===== config.mk =====
export PLATFORM = sky130hd
export DESIGN_NAME = ignition_debounce_power_state_unit
export DESIGN_NICKNAME = d
export VERILOG_FILES = /design/src/hdl/idps_pkg.sv /design/src/hdl/idps_cfg.sv /design/src/hdl/idps_in_stage.sv /design/src/hdl/idps_core.sv /design/src/hdl/ignition_debounce_power_state_unit.sv
export SDC_FILE = /design/constraint.sdc
export NUM_CORES = 1
export LEC_CHECK = 0
export ABC_CLOCK_PERIOD_IN_PS = 11700
export BUFFER_PORTS_ARGS = -buffer_cell sky130_fd_sc_hd__buf_4
export CORE_ASPECT_RATIO = 0.9
export CORE_MARGIN = 1.5
export CORE_UTILIZATION = 40
export CTS_BUF_LIST = sky130_fd_sc_hd__clkbuf_8
export DETAILED_ROUTE_END_ITERATION = 16
export PLACE_DENSITY_LB_ADDON = 0.12
export SYNTH_ARGS = -nofsm -noshare
export SYNTH_HDL_FRONTEND = slang
export SYNTH_SLANG_ARGS = --single-unit

===== constraint.sdc =====
create_clock -name clk -period 11.7 [get_ports clk]
set_input_delay 2.34 -clock clk [delete_from_list [all_inputs] [get_ports clk]]
set_output_delay 2.34 -clock clk [all_outputs]
set_load 0.1 [all_outputs]

===== src/hdl/idps_pkg.sv =====
// ----------------------------------------------------------------------------
// Ignition debounce and power state package
// Shared types, register indexes and constants for the ignition debounce
// and power state unit.
// ----------------------------------------------------------------------------
package idps_pkg;

    // Width of the timestamp fields on the ports.
    localparam int NOW_W              = 48;
    // Default width of the internal time arithmetic.
    localparam int TIME_WIDTH_DEFAULT = 48;

    // Configuration port.
    localparam int CFG_IDX_W  = 2;
    localparam int CFG_DATA_W = 16;

    localparam logic [CFG_IDX_W-1:0] REG_DEBOUNCE_MS = CFG_IDX_W'(0);
    localparam logic [CFG_IDX_W-1:0] REG_PARK_S      = CFG_IDX_W'(1);
    localparam logic [CFG_IDX_W-1:0] REG_ACTIVE_HIGH = CFG_IDX_W'(2);

    // Defaults, also used when the debounce time or park timeout is written with zero.
    localparam logic [15:0] DEFAULT_DEBOUNCE_MS = 16'd300;
    localparam logic [15:0] DEFAULT_PARK_S      = 16'd120;
    localparam logic [9:0]  MS_PER_S            = 10'd1000;

    // Park timeout in milliseconds: 65535 * 1000 fits in 26 bits.
    localparam int PARK_MS_W = 26;
    localparam logic [PARK_MS_W-1:0] DEFAULT_PARK_MS = PARK_MS_W'(120000);

    typedef enum logic [1:0] {
        MODE_DRIVE = 2'd0,
        MODE_AWAKE = 2'd1,
        MODE_SLEEP = 2'd2
    } power_mode_t;

    typedef struct packed {
        logic             pin_level;
        logic [NOW_W-1:0] now_ms;
    } in_item_t;

    typedef struct packed {
        power_mode_t      power_mode;
        logic             ignition_on;
        logic [NOW_W-1:0] last_change_ms;
        logic             mode_changed;
    } out_item_t;

    // Effective configuration handed to the poll logic.
    typedef struct packed {
        logic [15:0]          settle_ms;
        logic [PARK_MS_W-1:0] park_ms;
        logic                 active_high;
    } cfg_t;

endpackage


===== src/hdl/idps_cfg.sv =====
// ----------------------------------------------------------------------------
// Configuration registers
// Holds the debounce time, the park timeout (kept in milliseconds) and the
// pin polarity. Zero writes to the debounce time and park timeout fall back to the defaults.
// ----------------------------------------------------------------------------
module idps_cfg (
    input  logic                            clk,
    input  logic                            rst_n,
    input  logic                            cfg_we,
    input  logic [idps_pkg::CFG_IDX_W-1:0]  cfg_index,
    input  logic [idps_pkg::CFG_DATA_W-1:0] cfg_wdata,
    output idps_pkg::cfg_t                  cfg
);
    import idps_pkg::*;

    logic [15:0]          debounce_reg, debounce_next;
    logic [PARK_MS_W-1:0] park_ms_reg,  park_ms_next;
    logic                 active_reg,   active_next;
    logic [15:0]          park_s;

    // Decode the write; the park timeout is scaled to milliseconds here so
    // that the poll path only compares.
    always_comb
    begin
        debounce_next = debounce_reg;
        park_ms_next  = park_ms_reg;
        active_next   = active_reg;
        park_s        = (cfg_wdata == 16'd0) ? DEFAULT_PARK_S : cfg_wdata;
        if (cfg_we)
        begin
            case (cfg_index)
                REG_DEBOUNCE_MS:
                    debounce_next = (cfg_wdata == 16'd0) ? DEFAULT_DEBOUNCE_MS : cfg_wdata;
                REG_PARK_S:
                    park_ms_next = PARK_MS_W'(park_s * MS_PER_S);
                REG_ACTIVE_HIGH:
                    active_next = cfg_wdata[0];
                default:
                    ;
            endcase
        end
    end

    always_ff @(posedge clk or negedge rst_n)
    begin
        if (!rst_n)
        begin
            debounce_reg <= DEFAULT_DEBOUNCE_MS;
            park_ms_reg  <= DEFAULT_PARK_MS;
            active_reg   <= 1'b1;
        end
        else
        begin
            debounce_reg <= debounce_next;
            park_ms_reg  <= park_ms_next;
            active_reg   <= active_next;
        end
    end

    assign cfg.settle_ms   = debounce_reg;
    assign cfg.park_ms     = park_ms_reg;
    assign cfg.active_high = active_reg;

endmodule


===== src/hdl/idps_in_stage.sv =====
// ----------------------------------------------------------------------------
// Poll input register
// Captures one poll transaction and holds it until the poll logic takes it.
// ----------------------------------------------------------------------------
module idps_in_stage (
    input  logic               clk,
    input  logic               rst_n,
    input  logic               in_valid,
    output logic               in_ready,
    input  idps_pkg::in_item_t in_data,
    output logic               item_valid,
    output idps_pkg::in_item_t item,
    input  logic               item_take
);
    import idps_pkg::*;

    logic     valid_reg, valid_next;
    in_item_t item_reg;

    // The register is free when empty or when its poll leaves this cycle.
    assign in_ready   = !valid_reg || item_take;
    assign valid_next = in_valid || (valid_reg && !item_take);

    always_ff @(posedge clk or negedge rst_n)
    begin
        if (!rst_n)
        begin
            valid_reg <= 1'b0;
        end
        else
        begin
            valid_reg <= valid_next;
        end
    end

    always_ff @(posedge clk)
    begin
        if (in_valid && in_ready)
        begin
            item_reg <= in_data;
        end
    end

    assign item_valid = valid_reg;
    assign item       = item_reg;

endmodule


===== src/hdl/idps_core.sv =====
// ----------------------------------------------------------------------------
// Debounce and power mode logic
// Applies one poll to the debouncer and power mode state combinationally
// and writes the result transaction into the output register.
// ----------------------------------------------------------------------------
module idps_core #(
    parameter int TIME_WIDTH = idps_pkg::TIME_WIDTH_DEFAULT
) (
    input  logic                clk,
    input  logic                rst_n,
    input  idps_pkg::cfg_t      cfg,
    input  logic                item_valid,
    input  idps_pkg::in_item_t  item,
    output logic                item_take,
    output logic                out_valid,
    input  logic                out_ready,
    output idps_pkg::out_item_t out_data
);
    import idps_pkg::*;

    // Poll state.
    logic                  started_reg,    started_next;
    logic                  cand_level_reg, cand_level_next;
    logic [TIME_WIDTH-1:0] cand_since_reg, cand_since_next;
    logic                  deb_level_reg,  deb_level_next;
    logic [TIME_WIDTH-1:0] off_since_reg,  off_since_next;
    logic                  off_valid_reg,  off_valid_next;
    power_mode_t           mode_reg,       mode_next;
    logic [TIME_WIDTH-1:0] change_reg,     change_next;

    // Output register.
    logic                  out_valid_reg,  out_valid_next;
    out_item_t             result_reg,     result_next;

    logic [TIME_WIDTH+NOW_W-1:0] now_ext;
    logic [TIME_WIDTH+NOW_W-1:0] change_ext;
    logic [TIME_WIDTH-1:0]       now_t;
    logic [TIME_WIDTH-1:0]       cand_elapsed;
    logic [TIME_WIDTH-1:0]       off_elapsed;
    logic                        raw;
    logic                        first;
    logic                        deb_ok;
    logic                        park_ok;
    logic                        fire;
    logic                        changed;

    // Time in the internal width, and elapsed times modulo that width.
    assign now_ext      = {{TIME_WIDTH{1'b0}}, item.now_ms};
    assign now_t        = now_ext[TIME_WIDTH-1:0];
    assign cand_elapsed = now_t - cand_since_reg;
    assign off_elapsed  = now_t - off_since_reg;
    assign deb_ok       = cand_elapsed >= TIME_WIDTH'(cfg.settle_ms);
    assign park_ok      = off_elapsed >= TIME_WIDTH'(cfg.park_ms);

    assign raw   = cfg.active_high ? item.pin_level : !item.pin_level;
    assign first = !started_reg;
    assign fire  = !first && (raw == cand_level_reg) &&
                   (cand_level_reg != deb_level_reg) && deb_ok;

    // A poll moves on when the output register is empty or being drained.
    assign item_take = item_valid && (!out_valid_reg || out_ready);

    // Next state for one poll.
    always_comb
    begin
        started_next    = started_reg;
        cand_level_next = cand_level_reg;
        cand_since_next = cand_since_reg;
        deb_level_next  = deb_level_reg;
        off_since_next  = off_since_reg;
        off_valid_next  = off_valid_reg;
        mode_next       = mode_reg;

        if (first)
        begin
            // The first poll loads the debouncer straight from the pin.
            started_next    = 1'b1;
            cand_level_next = raw;
            cand_since_next = now_t;
            deb_level_next  = raw;
            off_valid_next  = !raw;
            off_since_next  = raw ? '0 : now_t;
            mode_next       = raw ? MODE_DRIVE : MODE_AWAKE;
        end
        else
        begin
            if (raw != cand_level_reg)
            begin
                cand_level_next = raw;
                cand_since_next = now_t;
            end

            if (fire)
            begin
                deb_level_next = cand_level_reg;
                if (cand_level_reg)
                begin
                    off_since_next = '0;
                    off_valid_next = 1'b0;
                    mode_next      = MODE_DRIVE;
                end
                else
                begin
                    off_since_next = now_t;
                    off_valid_next = 1'b1;
                    mode_next      = MODE_AWAKE;
                end
            end
            else if (!deb_level_reg && (mode_reg == MODE_AWAKE) && off_valid_reg && park_ok)
            begin
                mode_next = MODE_SLEEP;
            end
            else if (deb_level_reg && (mode_reg != MODE_DRIVE))
            begin
                mode_next = MODE_DRIVE;
            end
        end

        // No poll can return the mode to where it started, so a differing
        // mode marks every change.
        changed     = (mode_next != mode_reg);
        change_next = changed ? now_t : change_reg;
        change_ext  = {{NOW_W{1'b0}}, change_next};

        result_next.power_mode     = mode_next;
        result_next.ignition_on    = deb_level_next;
        result_next.last_change_ms = change_ext[NOW_W-1:0];
        result_next.mode_changed   = changed;
    end

    assign out_valid_next = item_take || (out_valid_reg && !out_ready);

    always_ff @(posedge clk or negedge rst_n)
    begin
        if (!rst_n)
        begin
            started_reg    <= 1'b0;
            cand_level_reg <= 1'b0;
            cand_since_reg <= '0;
            deb_level_reg  <= 1'b0;
            off_since_reg  <= '0;
            off_valid_reg  <= 1'b0;
            mode_reg       <= MODE_AWAKE;
            change_reg     <= '0;
            out_valid_reg  <= 1'b0;
        end
        else
        begin
            out_valid_reg <= out_valid_next;
            if (item_take)
            begin
                started_reg    <= started_next;
                cand_level_reg <= cand_level_next;
                cand_since_reg <= cand_since_next;
                deb_level_reg  <= deb_level_next;
                off_since_reg  <= off_since_next;
                off_valid_reg  <= off_valid_next;
                mode_reg       <= mode_next;
                change_reg     <= change_next;
            end
        end
    end

    // Result payload.
    always_ff @(posedge clk)
    begin
        if (item_take)
        begin
            result_reg <= result_next;
        end
    end

    assign out_valid = out_valid_reg;
    assign out_data  = result_reg;

endmodule


===== src/hdl/ignition_debounce_power_state_unit.sv =====
// An accepted poll transaction passes the input register and then the result register.
// Throughput: one poll per cycle unless the result side stalls; the debouncer
// and power mode state update combinationally ahead of the result register.
// Back-pressure on the result side stalls the input register and then the input.
// Reset (rst_n, asynchronous, active low) clears the poll state, sets the mode to
// park awake and loads the register defaults 300 ms, 120 s and active-high pin.
// ----------------------------------------------------------------------------
// Ignition debounce and power state unit
// Debounces the ignition pin and tracks drive-active, park-awake and
// park-sleep power modes, one result transaction per poll.
// ----------------------------------------------------------------------------
module ignition_debounce_power_state_unit #(
    parameter int TIME_WIDTH = idps_pkg::TIME_WIDTH_DEFAULT
) (
    input  logic                            clk,
    input  logic                            rst_n,
    input  logic                            in_valid,
    output logic                            in_ready,
    input  idps_pkg::in_item_t              in_data,
    output logic                            out_valid,
    input  logic                            out_ready,
    output idps_pkg::out_item_t             out_data,
    input  logic                            cfg_we,
    input  logic [idps_pkg::CFG_IDX_W-1:0]  cfg_index,
    input  logic [idps_pkg::CFG_DATA_W-1:0] cfg_wdata
);
    import idps_pkg::*;

    cfg_t     cfg;
    logic     item_valid;
    logic     item_take;
    in_item_t item;

    // Configuration registers.
    idps_cfg u_cfg (
        .clk       (clk),
        .rst_n     (rst_n),
        .cfg_we    (cfg_we),
        .cfg_index (cfg_index),
        .cfg_wdata (cfg_wdata),
        .cfg       (cfg)
    );

    // Input register.
    idps_in_stage u_in_stage (
        .clk        (clk),
        .rst_n      (rst_n),
        .in_valid   (in_valid),
        .in_ready   (in_ready),
        .in_data    (in_data),
        .item_valid (item_valid),
        .item       (item),
        .item_take  (item_take)
    );

    // Poll logic and result register.
    idps_core #(
        .TIME_WIDTH (TIME_WIDTH)
    ) u_core (
        .clk        (clk),
        .rst_n      (rst_n),
        .cfg        (cfg),
        .item_valid (item_valid),
        .item       (item),
        .item_take  (item_take),
        .out_valid  (out_valid),
        .out_ready  (out_ready),
        .out_data   (out_data)
    );

endmodule


; ---- Word-level counts from Yosys, hierarchy flattened
; Index checks and enable logic that the tools add are counted.
[word_totals]
ff_bits = 293
latchBits = 0
ram_bits = 0
mem_bits_ro = 0
in_bits = 72
out_inout_bits = 54
wordCells = 86
memories = 0
[classes]
n_addsub = 2
mul = 1
div_mod_pow = 0
n_lt_le_gt_ge = 2
n_eq_ne = 9
shifts = 0
n_mux = 23
bitwise_logic = 0
reduce_logical = 30
[op_table]
columns = cell, count
row1 = 48-bit two-way mux, 7
row2 = 48-bit subtractor, 2
row3 = 48-bit by 16-bit >= comparator with 1-bit output, 1
row4 = 48-bit by 26-bit >= comparator with 1-bit output, 1
row5 = 16-bit two-way mux, 2
row6 = "16-bit by 7-bit multiplier with 23-bit output, second input constant", 1
row7 = 16-bit logical NOT, 1
row8 = 1-bit logical AND, 11
row9 = 1-bit two-way mux, 10
row10 = 2-bit AND reduction, 5
row11 = 2-bit two-way mux, 4
row12 = 1-bit logical NOT, 7
row13 = "2-bit by 1-bit equality test with 1-bit output, second input constant", 2
row14 = 1-bit logical OR, 4
row15 = "2-bit != test, second input constant", 2
row16 = "2-bit equality test, second input constant", 1
row17 = 2-bit logical NOT, 1
row18 = 1-bit != test, 2
row19 = 2-bit != test, 1
row20 = 2-bit nonzero test, 1
row21 = 1-bit equality test, 1

; ---- Longest topological paths before layout
[depth]
ltp_word = 10
ltp_mapped = 28
ltp_nobuf = 28

; ---- By module
; From an unflattened synthesis, not the netlist that was laid out.
[hier_totals]
hier_cells = 2373
area_unflattened_um2 = 22031.1
[by_module_without_submodules]
columns = module, instances, cells_each, area_per_inst_um2, seq_area_each_um2
row1 = idps_core, 1, 1805, 15894.0, 5341.4
row2 = idps_cfg, 1, 515, 4611.9, 1016.0
row3 = idps_in_stage, 1, 53, 1525.2, 1496.4

; ---- Worst setup path after synthesis
; Ideal clock, no wire load.
[synth_timing]
path_type = input-to-reg
start = input cfg_wdata[2] in the netlist's numbering
end = register u_cfg.park_ms_reg[24]
setup_time_ns = 0.136
arrival_time_ns = 7.931
required_ns = 11.564
path_slack_ns = 3.633
stages = 25
n_path_buf = 1
cell_sequence = clkbuf_1 > nor2_1 > nand3_1 > nor4b_1 > nand4_1 > nand2b_1 > inv_1 > fa_1 > fa_1 > inv_1 > fa_1 > fa_1 > ha_1 > a21boi_0 > o21ai_0 > a21boi_0 > o21ai_0 > a21boi_0 > o21ai_0 > a21boi_0 > o21ai_0 > a21oi_1 > nor3_1 > o21ai_0 > or3b_2
[synth_between]
elab_chain_len = 3
[synth_rtl]
columns = element, line_no
row1 = "start, declared", ignition_debounce_power_state_unit.sv:25  ; input logic [idps_pkg::CFG_DATA_W-1:0] cfg_wdata
row2 = 16-bit logical NOT, idps_cfg.sv:28  ; park_s = (cfg_wdata == 16'd0) ? DEFAULT_PARK_S : cfg_wdata;
row3 = 16-bit two-way mux, idps_cfg.sv:28
row4 = net u_cfg.park_s[3], idps_cfg.sv:19  ; logic [15:0] park_s;
row5 = 16-bit by 7-bit multiplier with 23-bit output, idps_cfg.sv:35  ; park_ms_next = PARK_MS_W'(park_s * MS_PER_S);
row6 = "end signal, assigned", idps_cfg.sv:55  ; park_ms_reg <= park_ms_next;
row7 = "end, declared", idps_cfg.sv:17  ; logic [PARK_MS_W-1:0] park_ms_reg, park_ms_next;
; The timed path passes the listed nets, and every way through them passes these cells.
; A chain may end at the register's enable or synchronous reset.

; ---- Worst setup path after layout
[layout_timing]
start = input cfg_wdata[12] in the netlist's numbering
end = register u_cfg.park_ms_reg[24]
; Same word-level chain as after synthesis.

==> results.py <==
metrics = {
    "floorplan": {
        "die_x_um": 246.6,
        "ios": 126,
        "core_area_um2": 52850,
        "num_rows": 80,
        "start_util_pct": 40.42,
        "die_h_um": 222.2,
        "die_area_um2": 54800,
    },
    "sta": {
        "fin_setup_tns_ps": 0,
        "worstMarginPinSlew_ps": 1258,
        "setup_viol": 0,
        "max_slew_margin_pct": 15.92,
        "period_share_pct": 71.78,
        "min_period_ps": 8398,
        "rsz0062_at_grt": "false",
        "fmax_mhz": 119.1,
        "finalHoldViolations": 0,
        "final_max_slew_viol_count": 0,
        "hold_ws_ps": 475.5,
        "skew_ps": 29.19,
    },
    "yosys": {
        "ys_seq_area_share_pct": 36.77,
        "avgSynthCellArea_um2": 9.719,
        "synth_nets": 2514,
        "ys_warn_count": 0,
        "ys.flop_type": "dfrtp_1",
        "synth-edff-count": 101,
        "syn_inst": 2198,
        "ys_types": 85,
        "synth-seq-cells": 293,
        "synthesis.area_um2": 21360,
        "async_reset_ff_share_pct": 65.53,
    },
    "job": {
        "max-cap-violations": 0,
    },
    "routing": {
        "wl_met1_mm": 30.00,
        "vias": 16760,
        "drt-initial-drc-count": 1201,
        "antenna_left": 0,
        "wl_met3_mm": 3.532,
        "viasPerCell": 5.523,
        "wl_mm": 60.81,
        "first_pass_iters": 8,
        "wl_per_cell_um": 20.04,
        "topRoutingLayerUsed": "met5",
        "met2_length_mm": 26.14,
        "drc": 0,
    },
    "clock_network": {
        "clock_latency_ps": 630,
        "post_cts_buffers": 0,
        "clock_path_buffers": 3,
        "hold_buffers": 0,
        "root_buffer": "clkbuf_8",
        "htreeDepth": 2,
        "numCtsBuffers": 53,
        "cts.reportedPaths.clkPinSlew_ps": 60,
        "cts_sinks": 293,
        "post_cts_resized": 0,
        "cts_tree": "yes",
    },
    "worst_setup_path": {
        "critPathMaxFanout": 7,
        "worst_ep_required_time_ps": 12190,
        "crit_buf_inv": 4,
        "cp.arrival_ps": 8890,
        "critPathMaxStageDelay_ps": 530,
        "critPathTopFamily": "adder cells",
        "crit_type": "in2reg",
        "worstSetupStartpointType": "input pin",
        "cp-end-kind": "register",
        "cp_slowest_cell": "fa_1",
        "critical_path.most_common_cell": "o21ai_0",
    },
    "power": {
        "power_density_nw_per_um2": 310.1,
        "leakage_nw": 10.64,
        "peakVddDrop_v": 0.0002331,
    },
    "grt": {
        "grt-ovfl-total": 0,
        "grt_max_degree": 98,
        "grt_pass1_wl_mm": 96.57,
        "antenna_found_initial": 2,
        "grt_pass1_vias": 16940,
        "gr-usage-all-layers_pct": 22.50,
    },
    "place": {
        "post-dp-hpwl_mm": 46.41,
        "post-place-cells": 2939,
        "io_buffers": 125,
        "place_congestion": 0.9147,
    },
    "worst_hold_path": {
        "hp-class": "reg2reg",
    },
    "run_status": {
        "status": "finished clean",
    },
    "final_layout": {
        "mostFrequentLayoutCell": "inv_1",
        "drive_above_1_share_pct": 15.83,
        "syn_to_final_growth_pct": 12.08,
        "largest_reg_flops": 52,
        "final_cell_mix": "inv_1, ha_1, dfrtp_1",
        "fin_cells": 3035,
        "nNetsFinal": 2613,
    },
}
==> worst reg2reg max path, delay by kind of cell (launching register included) <==
family	cells	cell delay, ps
AO/OA/AOI/OAI	10	3180
XOR/XNOR	1	100
adder cells (fa/ha/maj)	3	810
buffers and inverters	3	810
flip-flops	1	460
multiplexers	1	530
AND/OR/NAND/NOR	7	2280
==> synthesized netlist by cell type (6+ instances only) <==
library cell,count,area (um2)
a211oi_1,17,127.6
a21boi_0,6,45.04
a21o_1,53,397.9
a21oi_1,135,675.7
a221oi_1,6,52.55
a31o_2,7,61.31
a31oi_1,20,125.1
and2_1,12,75.07
and3_1,12,75.07
buf_2,23,115.1
clkbuf_1,65,244.0
dfrtp_1,179,4479
dfstp_2,13,341.6
edfxtp_1,101,3033
fa_1,53,1061
ha_1,191,2390
inv_1,241,904.6
mux2_1,41,461.7
mux2_2,92,1036
mux2_4,20,300.3
mux2i_1,12,120.1
nand2_1,164,615.6
nand2b_1,18,112.6
nand3_1,87,435.4
nand3b_1,7,52.55
nand4_1,47,294.0
nor2_1,96,360.4
nor2b_1,15,93.84
nor3_1,31,155.2
nor3b_1,7,52.55
nor4_1,14,87.58
o211ai_1,17,127.6
o21a_1,25,187.7
o21ai_0,139,695.7
o21ai_1,9,45.04
o21bai_1,13,97.59
o22ai_1,9,56.30
o31ai_1,18,135.1
or3_1,8,50.05
xnor2_1,42,367.9
xor2_1,34,297.8
==> area by class of cell <==
class                   count  area (um2)
diodes                      1       2.502
well taps                 697       872.1
multi-input cells        1570       12240
inverters                 243       912.1
fillers                  5147       28910
clock inverters            31       156.4
clock buffers              64       880.8
repair buffers            136        1027
flip-flops and latches    293        7854
==> worst paths after layout <==
check	depth (start not counted)	endpoint	from	slack, ps
worst max-delay path	26	u_cfg.park_ms_reg[24]$_DFFE_PN0P_	cfg_wdata[12]	3300
min in group asynchronous	1	u_core.change_reg[12]$_DFFE_PN0P_	rst_n	1740
worst min-delay path	2	u_cfg.park_ms_reg[14]$_DFFE_PN1P_	u_cfg.park_ms_reg[14]$_DFFE_PN1P_	480
worst min register to register	2	u_cfg.park_ms_reg[14]$_DFFE_PN1P_	u_cfg.park_ms_reg[14]$_DFFE_PN1P_	480
max in group asynchronous	2	u_core.change_reg[39]$_DFFE_PN0P_	rst_n	8600
worst max register to register	25	u_core.change_reg[15]$_DFFE_PN0P_	u_in_stage.item[0]$_DFFE_PP_	3450
==> kinds of logic (layout without fill, tap and decap cells) <==
family          after synthesis  count (layout)  share of synthesized area (%)
buf+inv                     335             474                          6.127
compound gates              539             539                          16.18
flops                       293             293                          36.77
other cells                   0               1                              0
mux                         165             165                          8.979
xor+xnor                     76              76                          3.116
simple gates                546             546                          12.68
fa+ha+maj                   244             244                          16.15
==> where the power goes <==
part / leakage, nW / internal (W) / switching (W)
registers: 3.29 / 0.00151 / 0.000186
clock network: 0.599 / 0.000514 / 0.000451
logic: 6.75 / 0.00177 / 0.00299
==> metrics by stage <==
| stage | power, W | area [um2] | utilization (%) | worst slack [ps] |
|---|---|---|---|---|
| 2_1_floorplan | 0.005237 | 21360 | - | 3633 |
| 3_3_place_gp | 0.006382 | 22900 | 43.33 | 2801 |
| 3_5_place_dp | 0.006420 | 22900 | 43.33 | 2695 |
| 4_1_cts | 0.007448 | 23940 | 45.30 | 3361 |
| 5_1_grt | 0.008051 | 23940 | 45.30 | 2583 |
| 6_report | 0.007425 | 23940 | 45.30 | 3302 |
==> routing by layer <==
layer | up-vias | GRT usage [%]
met5 | - | 0
li1 | 8090 | -
met4 | 4 | 5.527
met1 | 8224 | 33.00
met3 | 71 | 4.662
met2 | 373 | 33.70
No activity file was read; power rests on OpenSTA's default activity.
